--- src/rtl/cbbe_pkg.sv ---
// ----------------------------------------------------------------------------
// cbbe_pkg
// Shared types and constants of the per-cell bounding box extent block.
// ----------------------------------------------------------------------------
package cbbe_pkg;

    localparam int CELLS       = 4096;
    localparam int COORD_WIDTH = 32;
    localparam int CELL_W      = 12;
    localparam int EXT_W       = 32;
    localparam int CELL_AW     = (CELLS > 1) ? $clog2(CELLS) : 1;

    typedef logic signed [COORD_WIDTH-1:0] coord_t;
    typedef logic [CELL_W-1:0]             cell_t;
    typedef logic [CELL_AW-1:0]            cell_addr_t;
    typedef logic [EXT_W-1:0]              ext_t;

    typedef enum logic [1:0] {
        CMD_INIT     = 2'd0,
        CMD_INTERNAL = 2'd1,
        CMD_BOUNDARY = 2'd2,
        CMD_READ     = 2'd3
    } cmd_t;

    // one memory row holds the whole box of a cell
    typedef struct packed {
        coord_t min_x;
        coord_t min_y;
        coord_t min_z;
        coord_t max_x;
        coord_t max_y;
        coord_t max_z;
    } row_t;

    typedef struct packed {
        logic  load;
        logic  cell_ok;
        cell_t cell_id;
    } merge_ctrl_t;

    function automatic logic cell_in_range(input cell_t c);
        return {{(32-CELL_W){1'b0}}, c} < CELLS;
    endfunction

    function automatic cell_addr_t cell_addr(input cell_t c);
        return CELL_AW'(c);
    endfunction

endpackage

--- src/rtl/cbbe_lane.sv ---
// ----------------------------------------------------------------------------
// cbbe_lane
// One axis lane: widens a stored min/max pair with a coordinate and
// registers the saturated extent of the stored pair.
// ----------------------------------------------------------------------------
module cbbe_lane (
    input  logic             clk,
    input  logic             ext_load,
    input  cbbe_pkg::coord_t coord,
    input  cbbe_pkg::coord_t stored_min,
    input  cbbe_pkg::coord_t stored_max,
    output cbbe_pkg::coord_t new_min,
    output cbbe_pkg::coord_t new_max,
    output cbbe_pkg::ext_t   extent
);

    logic signed [cbbe_pkg::COORD_WIDTH:0] diff;
    logic [63:0]                           diff_wide;
    cbbe_pkg::ext_t                        ext_next;
    cbbe_pkg::ext_t                        ext_reg;

    assign new_min = (coord < stored_min) ? coord : stored_min;
    assign new_max = (coord > stored_max) ? coord : stored_max;

    always_comb
    begin
        diff      = {stored_max[cbbe_pkg::COORD_WIDTH-1], stored_max}
                  - {stored_min[cbbe_pkg::COORD_WIDTH-1], stored_min};
        diff_wide = 64'(diff);
        if (stored_max <= stored_min)
        begin
            ext_next = '0;
        end
        else if (diff_wide > 64'h0000_0000_FFFF_FFFF)
        begin
            ext_next = '1;
        end
        else
        begin
            ext_next = diff_wide[cbbe_pkg::EXT_W-1:0];
        end
    end

    always_ff @(posedge clk)
    begin
        if (ext_load)
        begin
            ext_reg <= ext_next;
        end
    end

    assign extent = ext_reg;

endmodule

--- config.mk ---
export PLATFORM = sky130hd
export DESIGN_NAME = cbbe_lane
export DESIGN_NICKNAME = d
export VERILOG_FILES = /design/src/rtl/cbbe_pkg.sv /design/src/rtl/cbbe_lane.sv
export SDC_FILE = /design/constraint.sdc
export NUM_CORES = 1
export LEC_CHECK = 0
export BUFFER_PORTS_ARGS = -buffer_cell sky130_fd_sc_hd__buf_2
export CAP_MARGIN = 0
export CELL_PAD_IN_SITES_DETAIL_PLACEMENT = 2
export CELL_PAD_IN_SITES_GLOBAL_PLACEMENT = 2
export CORE_ASPECT_RATIO = 1.75
export CORE_UTILIZATION = 32
export CTS_CLUSTER_SIZE = 16
export DETAILED_ROUTE_END_ITERATION = 12
export GPL_TIMING_DRIVEN = 0
export PLACE_DENSITY = 0.88
export REMOVE_ABC_BUFFERS = 1
export SYNTH_ARGS = -nofsm -noshare
export SYNTH_HDL_FRONTEND = slang
export SYNTH_SLANG_ARGS = --single-unit
--- constraint.sdc ---
create_clock -name clk -period 4.2 [get_ports clk]
set_clock_uncertainty 0.05 [all_clocks]
set_input_delay 0.42 -clock clk [delete_from_list [all_inputs] [get_ports clk]]
set_output_delay 0.42 -clock clk [all_outputs]
set_load 0.1 [all_outputs]
## Yosys cells after proc, flatten, opt, wreduce, memory -nomap -nowiden

Index checks and enable logic that the tools add are counted.

| cells by class | value |
|---|---|
| add/sub/neg operators | 1 |
| multipliers | 0 |
| divide/modulo/power cells | 0 |
| magnitude comparators | 4 |
| equal/unequal tests | 0 |
| shift-type cells | 0 |
| muxes and demuxes | 3 |
| bitwise logic cells | 0 |
| reduce and logical (&&, ||, !) cells | 0 |

Operators with widths:

| cell | count |
|---|---|
| $mux W32 | 3 |
| $gt A64 B32 Y1 const B | 1 |
| $sub A32 B32 Y33 | 1 |
| $gt A32 B32 Y1 | 1 |
| $le A32 B32 Y1 | 1 |
| $lt A32 B32 Y1 | 1 |

| storage, ports and cells | value |
|---|---|
| bits in registers | 32 |
| bits in latches | 0 |
| RAM bits | 0 |
| ROM bits | 0 |
| input port bits | 98 |
| output and inout bits | 96 |
| memories | 0 |

## Longest topological paths before layout

| depth | value |
|---|---|
| word-level depth | 3 |
| mapped depth | 12 |
| depth with buffers taken out | 11 |

## Worst setup path after synthesis

Ideal clock, no wire load.

| timing path | value |
|---|---|
| path type | input port to output port |
| start | input port stored_max[29] |
| end | output port new_max[0] |
| arrival time | 4.032 ns |
| required time | 3.730 ns |
| path slack | -0.302 ns |
| cell stages on the path | 9 |
| buffers on the path | 1 |
| cells stage by stage | inv_1 ha_1 nand4_1 or3_4 or4b_4 and4_4 o21ai_4 buf_12 mux2i_1 |

| between the ends | value |
|---|---|
| cells in the longest elaborated chain, start to end | 2 |

Ends and longest elaborated chain:

| what | line | RTL |
|---|---|---|
| start: declaration | cbbe_lane.sv:11 | `input cbbe_pkg::coord_t stored_max,` |
| $gt A32 B32 Y1 | cbbe_lane.sv:23 | `assign new_max = (coord > stored_max) ? coord : stored_max;` |
| $mux W32 | cbbe_lane.sv:23 |  |
| end: declaration | cbbe_lane.sv:13 | `output cbbe_pkg::coord_t new_max,` |

No other way between the ends.

## Final worst setup path

| timing path | value |
|---|---|
| start | input port stored_max[17] |
| end | output port new_max[0] |

Same word-level chain as after synthesis.

==> metrics.cfg <==
[worst_hold_path]
min-delay-start=stored_min[1]
hold_class=in2reg

[finish]
drive_gt1_share_pct=35.37
fillers=1927
fin_util_pct=41.41
fin_nets=997
largest_register_ffs=32
syn_to_final_growth_pct=25.35
diodes=0

[yosys]
synth_top_cell_by_area=ha_1
synth-seq-area-share_pct=17.60
ys_ff_latch=32
synth_cell_type_count=60
postSynth.asyncResetShare_pct=0
avgSynthCellArea_um2=8.862
synth-main-ff-cell=edfxtp_1
synth_top_cell_area_share_pct=22.00
ys_top_cells_by_area=ha_1, edfxtp_1, mux2_4, mux2_2, a21oi_1
synthCells=616
synth_area_um2=5459
synth-warning-count=0
synth_edf_count=32

[floorplanning]
core_region_area_um2=16520
num_rows=62
die_width_um=100.7
die_area_um2=17610
ios=194
start_util_pct=33.04
die_h_um=174.8

[routing]
postRouteWirelength_mm=20.31
drc_errors=0
dr.pass1.iters=4
routedWlPerCell_um=19.77
vias=5525
ant_nets=0
drt_iter0_drc=195
viasPerCell=5.380

[timing]
drv_slew=0
tightestPinTransition_ns=0.9024
period_minus_slack_ns=3.976
setup_viol=0
whs_ns=0.6150
rsz0062_at_grt=false
max_freq_mhz=251.5
hold_violations=0
slew_headroom_pct=39.61
fin_ws_ns=0.2242
fin_crit_sh_pct=94.66

[critical_path]
critPathTopFamily=compound AO/OA/AOI/OAI gates
path_class=in2out
crit_buf_inv=4
cp-start-kind=input port
cp_slowest_stage_delay_ns=0.46
slowest_stage=nor4b_2
critPathRequiredTime_ns=3.73
arrival_ns=3.51
crit_chain=buf_2 -> inv_1 -> ha_1 -> a21o_1 -> a21o_1 -> a21oi_1 -> o22ai_1 -> nor4b_2 -> a31oi_2 -> o21ai_4 -> buf_4 -> mux2i_1 -> buf_2
cp-end-kind=output port
crit_start=stored_max[17]
worstPathMaxFanout=8

[flow_run]
cap_violations=0

[global_routing]
grt_overflow=0
grt_max_degree=33
track_usage_pct=22.75
antenna_found_initial=0
first_global_vias=6178
grt_pass1_wl_mm=31.26

[clocking]
clock_sinks=32
clkTransAtPathRegs_ns=0.05
cts_root_buffer=clkbuf_16
clockBufferDepth=2
htree_levels=2
cts_tree=built
numCtsBuffers=5

[power_and_ir_drop]
powerDensity_nw_per_um2=420.0
peakVddDrop_mv=0.1691
total_power_w=0.002874
p_leak_nw=3.565

[placed_design]
gp_congestion=0.8194
place_hpwl_mm=17.42
place_ws_ns=-0.5487
port_buffers=193

[run_status]
outcome=finished clean

[Yosys cell counts, drive strengths merged, types with 6 or more instances]
| cell | instances |
|---|---|
| xor2 | 14 |
| nand4 | 15 |
| buf | 12 |
| ha | 96 |
| nor2b | 6 |
| edfxtp | 32 |
| a21o | 32 |
| a31oi | 6 |
| nand3 | 12 |
| and3 | 7 |
| nand2 | 29 |
| mux2 | 63 |
| xnor2 | 14 |
| o21ai | 28 |
| nor2 | 30 |
| o31ai | 7 |
| inv | 71 |
| a21oi | 72 |
| clkbuf | 7 |
[tightest hold or removal path, cell delays in order]
cell	delay (ns)
buf_2	0.12
fa_1	0.17
a21oi_1	0.06
[cells by family after synthesis]
logic type	share of synthesized area [%]
AO/OA/AOI/OAI	21.52
XOR/XNOR	4.492
adder cells (fa/ha/maj)	22.37
buffers and inverters	7.311
flip-flops	17.60
multiplexers	15.17
AND/OR/NAND/NOR	11.53
[power breakdown]
| group | internal, W | switching [W] | total (W) |
|---|---|---|---|
| Sequential | 0.000426 | 0.0000187 | 0.000444 |
| Clock | 0.000276 | 0.000136 | 0.000412 |
| Combinational | 0.000476 | 0.00154 | 0.00202 |
[metrics by stage]
| stage | TNS, ns | cell area (µm²) | instances |
|---|---|---|---|
| floorplan | -4.801 | 5326 | 597 |
| global placement | -93.07 | 6573 | 1014 |
| detailed placement | -14.14 | 6631 | 1016 |
| CTS | 0 | 6809 | 1026 |
| global route | 0 | 6843 | 1027 |
| finish | 0 | 6843 | 1027 |
[final cells by class]
cell class              count  area [µm²]  area share [%]
flip-flops and latches     32       960.9           14.04
inverters                  71       266.5           3.895
well taps                 224       280.3           4.096
repair buffers            198        1049           15.32
clock buffers               5       125.1           1.828
clock inverters             3       37.54          0.5485
multi-input cells         494        4124           60.27
[repair_timing]
action / in CTS / in global routing
hold buffers: 0 / 0
resized for setup: 0 / 1
pin swaps: 1 / 1
gates cloned: 0 / 0
setup endpoints to repair: 32 / 48
buffers inserted: 2 / 1
endpoints found under the hold margin: 0 / 0
[layout by cell type (no fill, tap or decap), types with 5 or more instances in the layout]
master     netlist  routed
a211oi_1         5       5
a21o_1          31      31
a21oi_1         72      71
a31oi_1          5       5
and3_1           7       7
buf_2            9     193
clkbuf_16        0       5
edfxtp_1        32      32
ha_1            96      96
inv_1           71      71
mux2_2          34      34
mux2_4          29      29
nand2_1         29      29
nand3_1         12      12
nand4_1         15      15
nor2_1          30      30
nor2b_1          6       6
nor3_1           5       5
o21ai_0         25      25
o31ai_1          6       6
xnor2_1         14      14
xor2_1          14      14
[final timing paths]
check / endpoint / slack, ns / cells past startpoint
hold / removal: extent[1]$_SDFFCE_PP0P_ / 0.61 / 3
setup / recovery: new_max[0] / 0.22 / 13
[routing by layer]
| metal | share of wire [%] | GRT usage, % | vias to the layer above |
|---|---|---|---|
| met3 | 2.6 | 1.280 | 29 |
| met1 | 34 | 21.36 | 2710 |
| li1 | - | - | 2652 |
| met2 | 60 | 49.00 | 134 |
| met4 | 3.0 | 7.609 | 0 |
| met5 | 0 | 0 | - |
No activity file was read; power rests on OpenSTA's default activity.
