==> config.mk <==
export PLATFORM = sky130hd
export DESIGN_NAME = cbbe_merge
export DESIGN_NICKNAME = d
export VERILOG_FILES = /design/src/rtl/cbbe_pkg.sv /design/src/rtl/cbbe_merge.sv
export SDC_FILE = /design/constraint.sdc
export NUM_CORES = 1
export LEC_CHECK = 0
export BUFFER_PORTS_ARGS = -buffer_cell sky130_fd_sc_hd__buf_2
export CORE_MARGIN = 2
export CORE_UTILIZATION = 40
export DETAILED_ROUTE_END_ITERATION = 16
export PLACE_DENSITY = 0.68
export SYNTH_ARGS = -nofsm -noshare
export SYNTH_HDL_FRONTEND = slang
export SYNTH_SLANG_ARGS = --single-unit
==> constraint.sdc <==
create_clock -name clk -period 2.8 [get_ports clk]
set_input_delay 0.56 -clock clk [delete_from_list [all_inputs] [get_ports clk]]
set_output_delay 0.56 -clock clk [all_outputs]
set_load 0.03 [all_outputs]
==> src/rtl/cbbe_pkg.sv <==
// ----------------------------------------------------------------------------
// cbbe_pkg
// Shared types and constants of the per-cell bounding box extent block.
// ----------------------------------------------------------------------------
package cbbe_pkg;

    localparam int CELLS       = 4096;
    localparam int COORD_WIDTH = 32;
    localparam int CELL_W      = 12;
    localparam int EXT_W       = 32;
    localparam int CELL_AW     = (CELLS > 1) ? $clog2(CELLS) : 1;

    typedef logic signed [COORD_WIDTH-1:0] coord_t;
    typedef logic [CELL_W-1:0]             cell_t;
    typedef logic [CELL_AW-1:0]            cell_addr_t;
    typedef logic [EXT_W-1:0]              ext_t;

    typedef enum logic [1:0] {
        CMD_INIT     = 2'd0,
        CMD_INTERNAL = 2'd1,
        CMD_BOUNDARY = 2'd2,
        CMD_READ     = 2'd3
    } cmd_t;

    // one memory row holds the whole box of a cell
    typedef struct packed {
        coord_t min_x;
        coord_t min_y;
        coord_t min_z;
        coord_t max_x;
        coord_t max_y;
        coord_t max_z;
    } row_t;

    typedef struct packed {
        logic  load;
        logic  cell_ok;
        cell_t cell_id;
    } merge_ctrl_t;

    function automatic logic cell_in_range(input cell_t c);
        return {{(32-CELL_W){1'b0}}, c} < CELLS;
    endfunction

    function automatic cell_addr_t cell_addr(input cell_t c);
        return CELL_AW'(c);
    endfunction

endpackage

==> src/rtl/cbbe_merge.sv <==
// ----------------------------------------------------------------------------
// cbbe_merge
// Combines the three lane extents into the largest one and holds the
// result transaction in the output register.
// ----------------------------------------------------------------------------
module cbbe_merge (
    input  logic                  clk,
    input  logic                  rst_n,
    input  cbbe_pkg::merge_ctrl_t ctrl,
    input  cbbe_pkg::ext_t        ext_x,
    input  cbbe_pkg::ext_t        ext_y,
    input  cbbe_pkg::ext_t        ext_z,
    input  logic                  out_stall,
    output logic                  slot_free,
    output logic                  out_valid,
    output cbbe_pkg::cell_t       cell_index,
    output cbbe_pkg::ext_t        max_extent
);

    cbbe_pkg::ext_t  ext_xy;
    cbbe_pkg::ext_t  ext_next;
    logic            valid_reg;
    logic            valid_next;
    cbbe_pkg::cell_t cell_reg;
    cbbe_pkg::ext_t  ext_reg;

    assign slot_free = !valid_reg || !out_stall;

    always_comb
    begin
        ext_xy   = (ext_y > ext_x) ? ext_y : ext_x;
        ext_next = (ext_z > ext_xy) ? ext_z : ext_xy;
        // a cell beyond the table reports zero
        if (!ctrl.cell_ok)
        begin
            ext_next = '0;
        end
        valid_next = valid_reg;
        if (slot_free)
        begin
            valid_next = ctrl.load;
        end
    end

    always_ff @(posedge clk or negedge rst_n)
    begin
        if (!rst_n)
        begin
            valid_reg <= 1'b0;
        end
        else
        begin
            valid_reg <= valid_next;
        end
    end

    always_ff @(posedge clk)
    begin
        if (ctrl.load && slot_free)
        begin
            cell_reg <= ctrl.cell_id;
            ext_reg  <= ext_next;
        end
    end

    assign out_valid  = valid_reg;
    assign cell_index = cell_reg;
    assign max_extent = ext_reg;

endmodule

-- Yosys cells after proc, flatten, opt, wreduce, memory -nomap -nowiden
Cells that the tools add are included.
- bits in registers: 45
- input bits: 113
- logic and storage cells: 11
- magnitude comparators: 2
- muxes and demuxes: 2
- reduce and logical (&&, ||, !) cells: 4
- operators with widths (cell ; number):
    $gt A32 B32 Y1 ; 2
    $mux W32 ; 2
    $logic_not A1 Y1 ; 2
    $logic_and A1 B1 Y1 ; 1
    $logic_or A1 B1 Y1 ; 1

-- Depth between registers and ports, before layout
Gate-level depths: netlist of the first run.
- depth in word-level cells: 4
- mapped depth: 18
- gate-level depth less buffers: 15

-- Worst setup path after synthesis of the first run
Ideal clock, no wire load.
- path kind: input to register
- from: in ext_x[30]
- to: reg ext_reg[10] (netlist: max_extent[10]) (data pin)
- arrival time: 4054 ps
- required time: 2517 ps
- path slack: -1537 ps
- stages on the path: 18
- path buffers: 3
- path through: inv_1 ha_1 nand4_2 or4_4 nand2b_4 o21a_4 buf_6 o21ai_2 and2_1 ha_1 a21oi_1 nand2_1 a221o_1 o311ai_2 and2_1 buf_6 buf_12 a311oi_2
- word-level cells in the longest chain between the ends: 4
- ends and longest elaborated chain (element ; line ; source):
    from (decl) ; cbbe_merge.sv:10 ; input cbbe_pkg::ext_t ext_x,
    $gt A32 B32 Y1 ; cbbe_merge.sv:31 ; ext_xy = (ext_y > ext_x) ? ext_y : ext_x;
    $mux W32 (*) ; cbbe_merge.sv:31 ;
    $gt A32 B32 Y1 ; cbbe_merge.sv:32 ; ext_next = (ext_z > ext_xy) ? ext_z : ext_xy;
    $mux W32 (*) ; cbbe_merge.sv:32 ;
    to (signal assigned) ; cbbe_merge.sv:62 ; ext_reg <= ext_next;
    to (decl) ; cbbe_merge.sv:25 ; cbbe_pkg::ext_t ext_reg;
Every way passes the cells marked *; elsewhere a longest branch is shown, timed or not.
A chain may end at the register's enable or synchronous reset.

-- Worst setup path after layout of the first run
- from: in ext_y[15]
- to: reg ext_reg[3] (netlist: max_extent[3]) (data pin)
- word-level cells in the longest chain between the ends: 4
- ends and longest elaborated chain (element ; line ; source):
    from (decl) ; cbbe_merge.sv:11 ; input cbbe_pkg::ext_t ext_y,
    $gt A32 B32 Y1 ; cbbe_merge.sv:31 ;
    $mux W32 (*) ; cbbe_merge.sv:31 ;
    $gt A32 B32 Y1 ; cbbe_merge.sv:32 ;
    $mux W32 (*) ; cbbe_merge.sv:32 ;
Marked as above.

==> summary.md, run 1 <==
| Metric | Value |
|---|---|
| Result of the run | complete, but fails checks |
| Failing checks | negative setup slack |
| Setup repair after global routing missed its margin | true |
| Largest vdd supply drop | 0.275 mV |
| Post-synthesis xor/xnor area fraction | 0% |
| Max-Cap Viols | 0 |
| Die Y | 110 um |
| Routed wirelength normalized by instance count | 22.8 um |
| Summed area of non-filler cells in the final layout | 8420 um2 |
| Number of antenna cells inserted | 0 |
| Minimum setup slack after placement | -1.96 ns |
| Main combinational cell family by area after synthesis | compound AO/OA/AOI/OAI gates |
| Clock period minus worst slack | 4.61 ns |
| Arrival time of data at the critical path endpoint | 4.72 ns |
| Multiplexer share of the synthesized area | 0% |
| Compound-cell area share of the yosys netlist | 28.7% |
| Synthesized-area fraction occupied by and/or/nand/nor cells | 15.2% |
| Area of the die | 12200 um2 |
| Final Slew Violations | 0 |
| Placer Congestion | 0.887 |
| IO Count | 159 |
| Bufs on Longest Clock Path | 2 |
| Startpoint types | input port |
| Number of vias after detailed routing | 5508 |
| Area delta synth->final | 86.3% |
| Critical Path Most Common Cell | buf_6 |
| Final worst setup slack | -1.81 ns |
| Number of violations reported at the end of detailed-routing iteration 0 | 531 |
| Part of the cycle the worst path needs | 165% |
| TritonCTS buffer count | 5 |
| Power per unit of standard cell area | 411 nW/um2 |
| Clock input transition at the sequential cells of the worst setup and hold paths | 0.07 ns |
| Warnings, synthesis | 0 |
| GR Layer Usage met3 | 4.82% |
| Setup-violating endpoint count in the final report | 32 |
| CTS Hold Buffers Added | 0 |
| Sequential element share of the synthesized area | 29.8% |
| Netlist area before placement | 4520 um2 |
| Net count, final | 962 |
| GRT Util Overall | 29.3% |
| Crit path capture type | register |
| Register bit count reported by yosys | 45 |
| Number of antenna violations at the first check in global routing | 0 |
| Via count of the first global-routing pass | 5460 |
| Met2 demand-to-capacity share in global routing | 54.6% |
| Largest net degree at the start of global routing | 33 |
| Critical Path, Cell by Cell | buf_8 > ha_4 > nand4_1 > buf_6 > nor4_4 > nor2_4 > buf_6 > o31ai_4 > buf_12 > buf_12 > nand3_4 > and2_4 > ha_1 > nand4_1 > buf_4 > nor4_4 > nand2_2 > a22oi_4 > buf_6 > buf_6 > a21oi_1 > a311oi_2 |
| Fraction of layout instances using a drive strength above 1 | 71.8% |
| Port Buffer Count | 158 |
| Category of the most critical setup path | in -> reg |
| Number of clock sinks | 45 |
| Std cell rows | 38 |
| Kind of cell with the highest combined delay on the critical path | simple AND/OR/NAND/NOR gates |
| Required time worst endpoint | 2.91 ns |
| Remaining antenna violation count | 0 |
| Synthesized instance count | 434 |
| Standby leakage power | 3.71 nW |
| Worst slew pin tran | 0.617 ns |
| Initial Utilization | 41.4% |
| Share of synthesized cell area in full adder, half adder and majority cells | 17.7% |
| Number of vias per cell | 5.95 |
| Wirelength, routed | 21.1 mm |
| Maximum single-stage delay on the critical path | 0.39 ns |
| Worst min path class | in -> async |
| Synthesized netlist net count | 611 |
| Die W | 110 um |
| Overflow after GRT | 0 |
| Total of fill cells in the finished design | 625 |
| Master cell of the clock root buffer | clkbuf_16 |
| Number of H-tree branching levels | 2 |
| Placement-stage cell area | 6800 um2 |
| Post-route DRC | 0 |
| Peak Freq | 217 MHz |
| Clk Latency, worst-skew pair | 0.30 ns |
| Final hold violation count | 0 |
| Critical path's slowest cell | nor4_4 |
| Met1 Usage GRT | 31.1% |
| Count of TritonRoute iterations in the first routing pass | 5 |
| Clock tree from TritonCTS | built |
| Placed wire-length estimate after detailed placement | 11.9 mm |
| Worst clock skew | 0.00931 ns |
| Max_slew headroom | 58.8% |
| Core region area | 10900 um2 |
| Wire length of the first global-routing pass | 27.1 mm |
| GR peak layer | met2 |
| Biggest fanout along the worst timing path | 9 |
| Cell variety after synth | 44 |
| Buf/Inv on CP | 8 |
| Post-synthesis average cell area | 10.4 um2 |
synth_stat cells:
library cell / instances / share of area (%)
o221ai_1: 1 / 0.19
a2111oi_2: 1 / 0.33
o31ai_1: 1 / 0.17
nand4_2: 3 / 0.83
o311ai_2: 1 / 0.36
o21a_4: 1 / 0.33
nand2b_1: 1 / 0.14
a21o_1: 3 / 0.50
o21ai_1: 1 / 0.11
nand4_1: 13 / 1.8
o21ai_4: 1 / 0.36
a221o_1: 3 / 0.66
nand3_1: 37 / 4.1
a211oi_1: 1 / 0.17
nor2_4: 1 / 0.25
buf_2: 5 / 0.55
nor2b_1: 2 / 0.28
a2111oi_0: 1 / 0.19
a311oi_2: 31 / 10
buf_6: 4 / 1.0
o21a_1: 3 / 0.50
and2_1: 33 / 4.6
o31a_4: 1 / 0.39
or4_4: 1 / 0.25
buf_12: 6 / 2.7
nor3_1: 1 / 0.11
nor2_1: 3 / 0.25
a21oi_1: 57 / 6.3
o21ai_2: 30 / 5.8
nor4_4: 2 / 0.94
ha_1: 64 / 18
inv_1: 37 / 3.1
dfrtp_1: 1 / 0.55
clkbuf_1: 4 / 0.33
nand2_1: 15 / 1.2
nor4_1: 1 / 0.14
buf_4: 6 / 1.0
o211ai_1: 2 / 0.33
a311oi_1: 1 / 0.19
a22oi_4: 1 / 0.47
nand2b_4: 1 / 0.30
o2bb2ai_1: 2 / 0.39
o21ai_0: 6 / 0.66
edfxtp_1: 44 / 29
worst paths after layout:
| check | slack [ns] | from | cells after the start | to |
|---|---|---|---|---|
| max | -1.81 | ext_y[15] | 22 | max_extent[3] |
| min | 0.03 | rst_n | 1 | out_valid |
| max reg2reg | 1.22 | out_valid | 3 | max_extent[12] |
| min reg2reg | 0.53 | out_valid | 2 | out_valid |
| max in group asynchronous | 2.69 | rst_n | 1 | out_valid |
| min in group clk | 0.43 | ctrl[0] | 1 | cell_index[0] |
report_power, final:
| group | internal [mW] | switching [mW] |
|---|---|---|
| clock | 0.423 | 0.281 |
| sequential | 0.818 | 0.0169 |
| combinational | 0.949 | 0.971 |
| total | 2.19 | 1.27 |
cell families (layout without fill, tap and decap cells):
group | after synthesis | count (layout)
flip-flops | 45 | 45
AO/OA/AOI/OAI | 149 | 149
buffers and inverters | 62 | 414
adder cells (fa/ha/maj) | 64 | 64
AND/OR/NAND/NOR | 114 | 114
stage by stage:
step           total power, mW  hold WS (ns)  TNS [ns]  instances  util, %
2_1_floorplan             1.66         0.264    -42.26        434        -
3_3_place_gp              2.16         0.334    -58.22        875     62.2
3_5_place_dp              2.22         0.336    -62.08        875     62.2
4_1_cts                   3.19        0.0254    -44.96        913     72.9
5_1_grt                   3.56        0.0179    -58.41        926     77.0
6_report                  3.46        0.0274    -56.30        926     77.0
sequential cells by signal, indices dropped and copies added (netlist names):
name        cells
cell_index     12
out_valid       1
max_extent     32
worst register-to-register path: cells and delay by family (launching register included):
family | cells | cell delay (ns)
flops | 1 | 0.38
simple gates | 2 | 0.65
buf+inv | 1 | 0.26
repair_timing:
item,in CTS,in global routing
gates resized for setup,128,54
buffers inserted,28,14
cloned,6,3
setup endpoints to repair,32,32
pin swaps,65,45
routing by layer:
metal	share of wire (%)	wire length [um]	vias to the layer above
li1	-	-	2389
met5	0	0	-
met1	34	7290	2587
met2	50	10600	388
met3	7.9	1680	144
met4	7.4	1570	0
placed cells by master, fill, tap and decap left out, drive strengths merged, types with 8 or more instances in the layout:
cell / n
nand3: 37
edfxtp: 44
inv: 37
buf: 366
a311oi: 32
nand2: 15
a21oi: 57
o21ai: 38
and2: 33
clkbuf: 8
nand4: 16
ha: 64
cell type report:
| class | instances | area, um2 | area share, % |
|---|---|---|---|
| clock buffers | 5 | 125 | 1.49 |
| clock inverters | 3 | 46.3 | 0.550 |
| inverters | 37 | 164 | 1.95 |
| multi-input cells | 327 | 3640 | 43.2 |
| flip-flops and latches | 45 | 1350 | 16.0 |
| well taps | 140 | 175 | 2.08 |
| repair buffers | 369 | 2920 | 34.7 |
Note: power is estimated with default switching activity, not from simulation.
==> run 2, diff against run 1 <==
Settings changed: ABC_CLOCK_PERIOD_IN_PS set to 2800, PLACE_DENSITY 0.68 to 0.63.
==> run 2 against run 1 <==
Net effect:
- the flow still finishes with violations (negative setup slack)
- power fell by 3.6%
- global-route usage decreased by 2.2 points
- via count decreased by 6.0%
- first-iteration DRC count fell by 48%
- combinational power is 7% lower
- die area unchanged
- clock power up 2%
- sequential cell count did not move
- utilization unchanged
- critical path type unchanged
- critical endpoint is now max_extent[28]
- largest power group unchanged
- highest routed layer unchanged
==> summary.md, run 2 (synthesized netlist as in run 1, its figures left out) <==
| Metric | Value |
|---|---|
| Worst clock skew | 0.00968 ns (+0.000373 ns) |
| Standby leakage power | 3.66 nW (-1.2%) |
| Worst slew pin tran | 0.626 ns (+0.00895 ns) |
| Net count, final | 957 (-0.52%) |
| Setup repair after global routing missed its margin | true |
| Number of antenna violations at the first check in global routing | 2 (+2) |
| Required time worst endpoint | 2.89 ns (-0.02 ns) |
| GRT Util Overall | 27.0% (-2.2 points) |
| Final worst setup slack | -1.80 ns (+0.0122 ns) |
| Setup-violating endpoint count in the final report | 32 (unchanged) |
| Fraction of layout instances using a drive strength above 1 | 72.3% (+0.59 points) |
| Part of the cycle the worst path needs | 164% (-0.44 points) |
| Largest register FFs | 32 (unchanged) |
| Remaining antenna violation count | 0 (unchanged) |
| Minimum setup slack after placement | -2.03 ns (-0.0712 ns) |
| Placed wire-length estimate after detailed placement | 11.3 mm (-5.3%) |
| Area of the die | 12200 um2 (unchanged) |
| Cell Count, Final, Fillers Out | 923 (-0.32%) |
| Number of clock sinks | 45 (unchanged) |
| Max_slew headroom | 58.2% (-0.60 points) |
| Sum of negative setup slack | -53.49 ns (+2.81 ns) |
| Result of the run | complete, but fails checks |
| Area of the multi-input gates | 3730 um2 (+2.4%) |
| Placement-stage cell area | 6750 um2 (-0.74%) |
| Routed wirelength normalized by instance count | 19.9 um (-13%) |
| Number of violations reported at the end of detailed-routing iteration 0 | 275 (-48%) |
| Clock tree from TritonCTS | built |
| CTS Hold Buffers Added | 0 (unchanged) |
| Worst min path class | in -> async |
| Placed instance count | 870 (-0.57%) |
| Worst reg2reg path endpoint | max_extent[31] |
| Clock input transition at the sequential cells of the worst setup and hold paths | 0.06 ns (about the same) |
| Clk Latency, worst-skew pair | 0.30 ns (about the same) |
| Worst Reg-to-Reg Cells | 3 (unchanged) |
| Storage cell area | 1350 um2 (unchanged) |
| Power per unit of standard cell area | 396 nW/um2 (-3.6%) |
| Failing checks | negative setup slack |
| Std cell rows | 38 (unchanged) |
| Initial Utilization | 41.4% (unchanged) |
| IO Count | 159 (unchanged) |
| Largest net degree at the start of global routing | 33 (unchanged) |
| Via count of the first global-routing pass | 5146 (-5.8%) |
| Core utilization of the finished layout | 77.0% (unchanged) |
| Number of vias after detailed routing | 5180 (-6.0%) |
| Peak Freq | 217 MHz (+0.27%) |
| Arrival time of data at the critical path endpoint | 4.69 ns (-0.03 ns) |
| Largest vdd supply drop | 0.407 mV (+48%) |
| TritonCTS buffer count | 5 (unchanged) |
| Worst flop-to-flop path startpoint | out_valid |
| Wire length of the first global-routing pass | 25.2 mm (-7.0%) |
| Startpoint types | input port |
| Post-route DRC | 0 (unchanged) |
| Category of the most critical setup path | in -> reg |
| Number of H-tree branching levels | 2 (unchanged) |
| Wirelength, routed | 18.3 mm (-13%) |
| Placer Congestion | 0.881 (-0.63%) |
| Most frequent standard cell in the layout excluding fill and tap cells | buf_4 |
| Overflow after GRT | 0 (unchanged) |
| Final Slew Violations | 0 (unchanged) |
| Crit path capture type | register |
| Summed area of non-filler cells in the final layout | 8420 um2 (unchanged) |
| Number of vias per cell | 5.61 (-5.6%) |
| Slack of the worst reg-to-reg path | 1.27 ns (+0.05 ns) |
| Max-Cap Viols | 0 (unchanged) |
| Master cell of the clock root buffer | clkbuf_16 |
| Min Hold Slack | 0.0337 ns (+0.00636 ns) |
| Die W | 110 um (unchanged) |
| Clock period minus worst slack | 4.60 ns (-0.0122 ns) |
| Core region area | 10900 um2 (unchanged) |
| Count of TritonRoute iterations in the first routing pass | 5 (unchanged) |
| Most frequent cells in the layout | buf_4, buf_2, a21oi_1 |
| Port Buffer Count | 158 (unchanged) |
| Bufs on Longest Clock Path | 2 (unchanged) |
| Area delta synth->final | 86.3% (unchanged) |
| Design Power | 3.34 mW (-3.6%) |
| Biggest fanout along the worst timing path | 7 (-2) |
| CP startpoint | ext_x[15] |
| Final hold violation count | 0 (unchanged) |
| Die Y | 110 um (unchanged) |
| Total of fill cells in the finished design | 676 (+8.2%) |
==> run 2: cell count changes in the layout (fill, tap and decap cells not counted), moves of 3 or more <==
cell / change
a21oi_1: +3
ha_4: +6
buf_12: -6
ha_1: -6
inv_1: -4
buf_6: +7
buf_2: -7
a21oi_2: -3
o21ai_4: -4
inv_2: +3
==> run 2: critical path: stages <==
cell	delay (ns)
buf_2	0.12
inv_2	0.05
ha_4	0.26
nand4_1	0.18
buf_4	0.23
a2111oi_4	0.32
buf_4	0.17
o31a_4	0.25
buf_8	0.16
o21ai_2	0.07
and2_1	0.16
ha_1	0.31
nand4_1	0.23
buf_4	0.23
a2111oi_4	0.32
buf_4	0.18
o311ai_4	0.12
and2_4	0.21
buf_12	0.14
buf_12	0.14
a311oi_2	0.26
==> run 2: power by group <==
part           switching (mW)  internal [mW]
Sequential             0.0149          0.817
Clock                   0.276          0.446
Combinational           0.890          0.891
Total                    1.18           2.15
==> run 2: worst max-delay path by stage <==
stage	end	slack, ns
floorplan	max_extent[10]	-1.33
global placement	max_extent[31]	-1.91
detailed placement	max_extent[31]	-2.03
CTS	max_extent[31]	-1.53
global route	max_extent[24]	-1.93
finish	max_extent[28]	-1.80
==> run 2: repair_timing <==
action,4_1_cts,5_1_grt
pin swaps,22,42
setup buffers,26,18
gates resized for setup,83,104
gates cloned,7,2
setup endpoints to repair,32,32
==> run 2: layer usage <==
layer / track usage (%) / share of wire [%]
met2: 50.3 / 52
met5: 0 / 0
met3: 3.17 / 6.4
met1: 31.7 / 38
met4: 9.91 / 3.0
==> run 2: cell type report <==
cell class              instances  area share (%)
diodes                          2          0.0594
flip-flops and latches         45            16.0
clock inverters                 2           0.446
repair buffers                362            33.6
well taps                     140            2.08
multi-input cells             329            44.3
clock buffers                   6            1.65
inverters                      37            1.95
==> run 3, diff against run 2 <==
Settings changed: CORE_MARGIN 2 to 4, PLACE_DENSITY 0.63 to 0.65.
==> run 3 against run 2 <==
Net effect:
- the flow still finishes with violations (negative setup slack)
- power rose by 3.7%
- utilization fell by 0.31 points
- sequential share of layout area increased by 0.064 points
- first-iteration DRC count grew 49%
- critical endpoint is now max_extent[13]
- cell count is 1.8% higher
==> summary.md, run 3 (synthesized netlist as in run 1, its figures left out) <==
| Metric | Value |
|---|---|
| Port Buffer Count | 158 (unchanged) |
| Wirelength, routed | 19.4 mm (+6.1%) |
| Most frequent cells in the layout | buf_4, buf_2, a21oi_1 |
| Number of vias per cell | 5.80 (+3.4%) |
| Most frequent standard cell in the layout excluding fill and tap cells | buf_4 |
| Failing checks | negative setup slack |
| Minimum setup slack after placement | -1.91 ns (+0.124 ns) |
| Category of the most critical setup path | in -> reg |
| Biggest fanout along the worst timing path | 6 (-1) |
| Critical path's slowest cell | or4_4 |
| Arrival time of data at the critical path endpoint | 4.49 ns (-0.20 ns) |
| Clk Latency, worst-skew pair | 0.29 ns (about the same) |
| Std cell rows | 38 (unchanged) |
| Number of vias after detailed routing | 5453 (+5.3%) |
| Part of the cycle the worst path needs | 160% (-4.4 points) |
| Number of antenna violations at the first check in global routing | 0 (-2) |
| Number of antenna cells inserted | 0 (-2) |
| Required time worst endpoint | 2.82 ns (-0.07 ns) |
| TritonCTS buffer count | 5 (unchanged) |
| Routed wirelength normalized by instance count | 20.7 um (+4.2%) |
| GRT Util Overall | 25.1% (-2.0 points) |
| Clock period minus worst slack | 4.48 ns (-0.123 ns) |
| Setup-violating endpoint count in the final report | 32 (unchanged) |
| IO Count | 159 (unchanged) |
| Worst clock skew | 0.00675 ns (-0.00293 ns) |
| Sum of negative setup slack | -52.60 ns (+0.889 ns) |
| Crit path capture type | register |
| Post-route DRC | 0 (unchanged) |
| Number of H-tree branching levels | 2 (unchanged) |
| Design Power | 3.46 mW (+3.7%) |
| Maximum single-stage delay on the critical path | 0.57 ns (+0.25 ns) |
| Number of clock sinks | 45 (unchanged) |
| Clock tree from TritonCTS | built |
| Overflow after GRT | 0 (unchanged) |
| Final Slew Violations | 0 (unchanged) |
| Core region area | 10900 um2 (unchanged) |
| Startpoint types | input port |
| Largest register FFs | 32 (unchanged) |
| Die Y | 114 um (+3.6%) |
| Initial Utilization | 41.4% (unchanged) |
| CTS Hold Buffers Added | 0 (unchanged) |
| Count of TritonRoute iterations in the first routing pass | 5 (unchanged) |
| Number of violations reported at the end of detailed-routing iteration 0 | 411 (+49%) |
| Bufs on Longest Clock Path | 2 (unchanged) |
| Remaining antenna violation count | 0 (unchanged) |
| Area of the die | 13100 um2 (+7.4%) |
| Critical Path, Cell by Cell | buf_2 > inv_2 > ha_4 > nand4_1 > or4_4 > nand2b_4 > o21ai_4 > buf_12 > buf_12 > buf_16 > nand3_1 > and2_4 > ha_1 > nand4_1 > buf_6 > nor4_4 > nand2_2 > buf_6 > o311ai_4 > and2_4 > clkbuf_16 > a311oi_2 |
| Worst slew pin tran | 0.586 ns (-0.0407 ns) |
| Area delta synth->final | 85.6% |
| Largest net degree at the start of global routing | 33 (unchanged) |
| Placed wire-length estimate after detailed placement | 12.1 mm (+6.6%) |
| Standby leakage power | 3.73 nW (+1.8%) |
| Largest vdd supply drop | 0.264 mV (-35%) |
| Result of the run | complete, but fails checks |
| Final hold violation count | 0 (unchanged) |
| Peak Freq | 223 MHz (+2.7%) |
| Die W | 114 um (+3.6%) |
| Power per unit of standard cell area | 412 nW/um2 (+4.1%) |
| Placer Congestion | 0.867 (-1.7%) |
| Via count of the first global-routing pass | 5367 (+4.3%) |
| Clock input transition at the sequential cells of the worst setup and hold paths | 0.06 ns (about the same) |
| Placement-stage cell area | 6740 um2 (-0.11%) |
| Max_slew headroom | 61.0% (+2.7 points) |
| Worst min path class | in -> async |
| Master cell of the clock root buffer | clkbuf_16 |
| Fraction of layout instances using a drive strength above 1 | 70.8% (-1.6 points) |
| Net count, final | 976 (+2.0%) |
| Setup repair after global routing missed its margin | true |
| Max-Cap Viols | 0 (unchanged) |
| Wire length of the first global-routing pass | 26.0 mm (+3.3%) |
| Summed area of non-filler cells in the final layout | 8390 um2 (-0.40%) |
| Final worst setup slack | -1.68 ns (+0.123 ns) |
-- run 3: cell count changes in the layout (fill, tap and decap cells not counted), moves of 3 or more --
cell | previous run | this run
buf_4 | 177 | 189
inv_1 | 13 | 24
buf_2 | 130 | 139
inv_2 | 15 | 8
nand3_1 | 18 | 24
buf_12 | 14 | 10
ha_1 | 19 | 23
ha_4 | 45 | 41
nand3_2 | 12 | 8
buf_6 | 28 | 31
inv_4 | 7 | 4
-- run 3: final cells by class --
class,count,area [um2]
Clock buffer,5,125
Clock inverter,3,65.1
Fill cell,644,2540
Inverter,37,156
Multi-Input combinational cell,329,3640
Sequential cell,45,1350
Tap cell,140,175
Timing Repair Buffer,381,2890
-- run 3: critical path: cells and delay by family --
kind | cells | cell delay [ns]
buffers and inverters | 8 | 1.01
adders and majority gates | 2 | 0.55
and+or+nand+nor | 9 | 2.11
AOI/OAI and AO/OA | 3 | 0.24
-- run 3: path summary, 6_finish.rpt --
check / slack, ns / depth (start not counted) / to / start
worst max register to register: 1.24 / 3 / max_extent[23] / out_valid
worst min-delay path: 0.03 / 1 / out_valid / rst_n
min in group clk: 0.44 / 1 / cell_index[10] / ctrl[10]
worst max-delay path: -1.68 / 22 / max_extent[13] / ext_x[21]
worst min register to register: 0.54 / 2 / out_valid / out_valid
max in group asynchronous: 2.69 / 1 / out_valid / rst_n
-- run 3: where the power goes --
part / switching, mW / internal (mW)
combinational: 0.915 / 0.931
sequential: 0.0177 / 0.818
clock: 0.267 / 0.510
-- run 3: metrics by stage --
stage	hold WS, ns	cells	utilization, %
6_report	0.0258	940	76.7
5_1_grt	0.0239	940	76.7
4_1_cts	0.0249	927	71.2
3_5_place_dp	0.336	874	61.6
3_3_place_gp	0.334	874	61.6
2_1_floorplan	0.264	434	-
-- run 3: repair_timing --
| item | CTS | global route |
|---|---|---|
| pin swaps | 31 | 44 |
| endpoints found under the setup margin | 32 | 32 |
| buffers inserted | 41 | 11 |
| cloned | 4 | 3 |
| gates resized for setup | 83 | 78 |
-- run 3: routing by layer --
layer,GRT usage (%),part of all wire [%],vias to the layer above
met3,4.07,8.5,117
met5,0,0,-
met2,46.2,50,326
li1,-,-,2412
met1,27.2,36,2598
met4,13.8,6.3,0
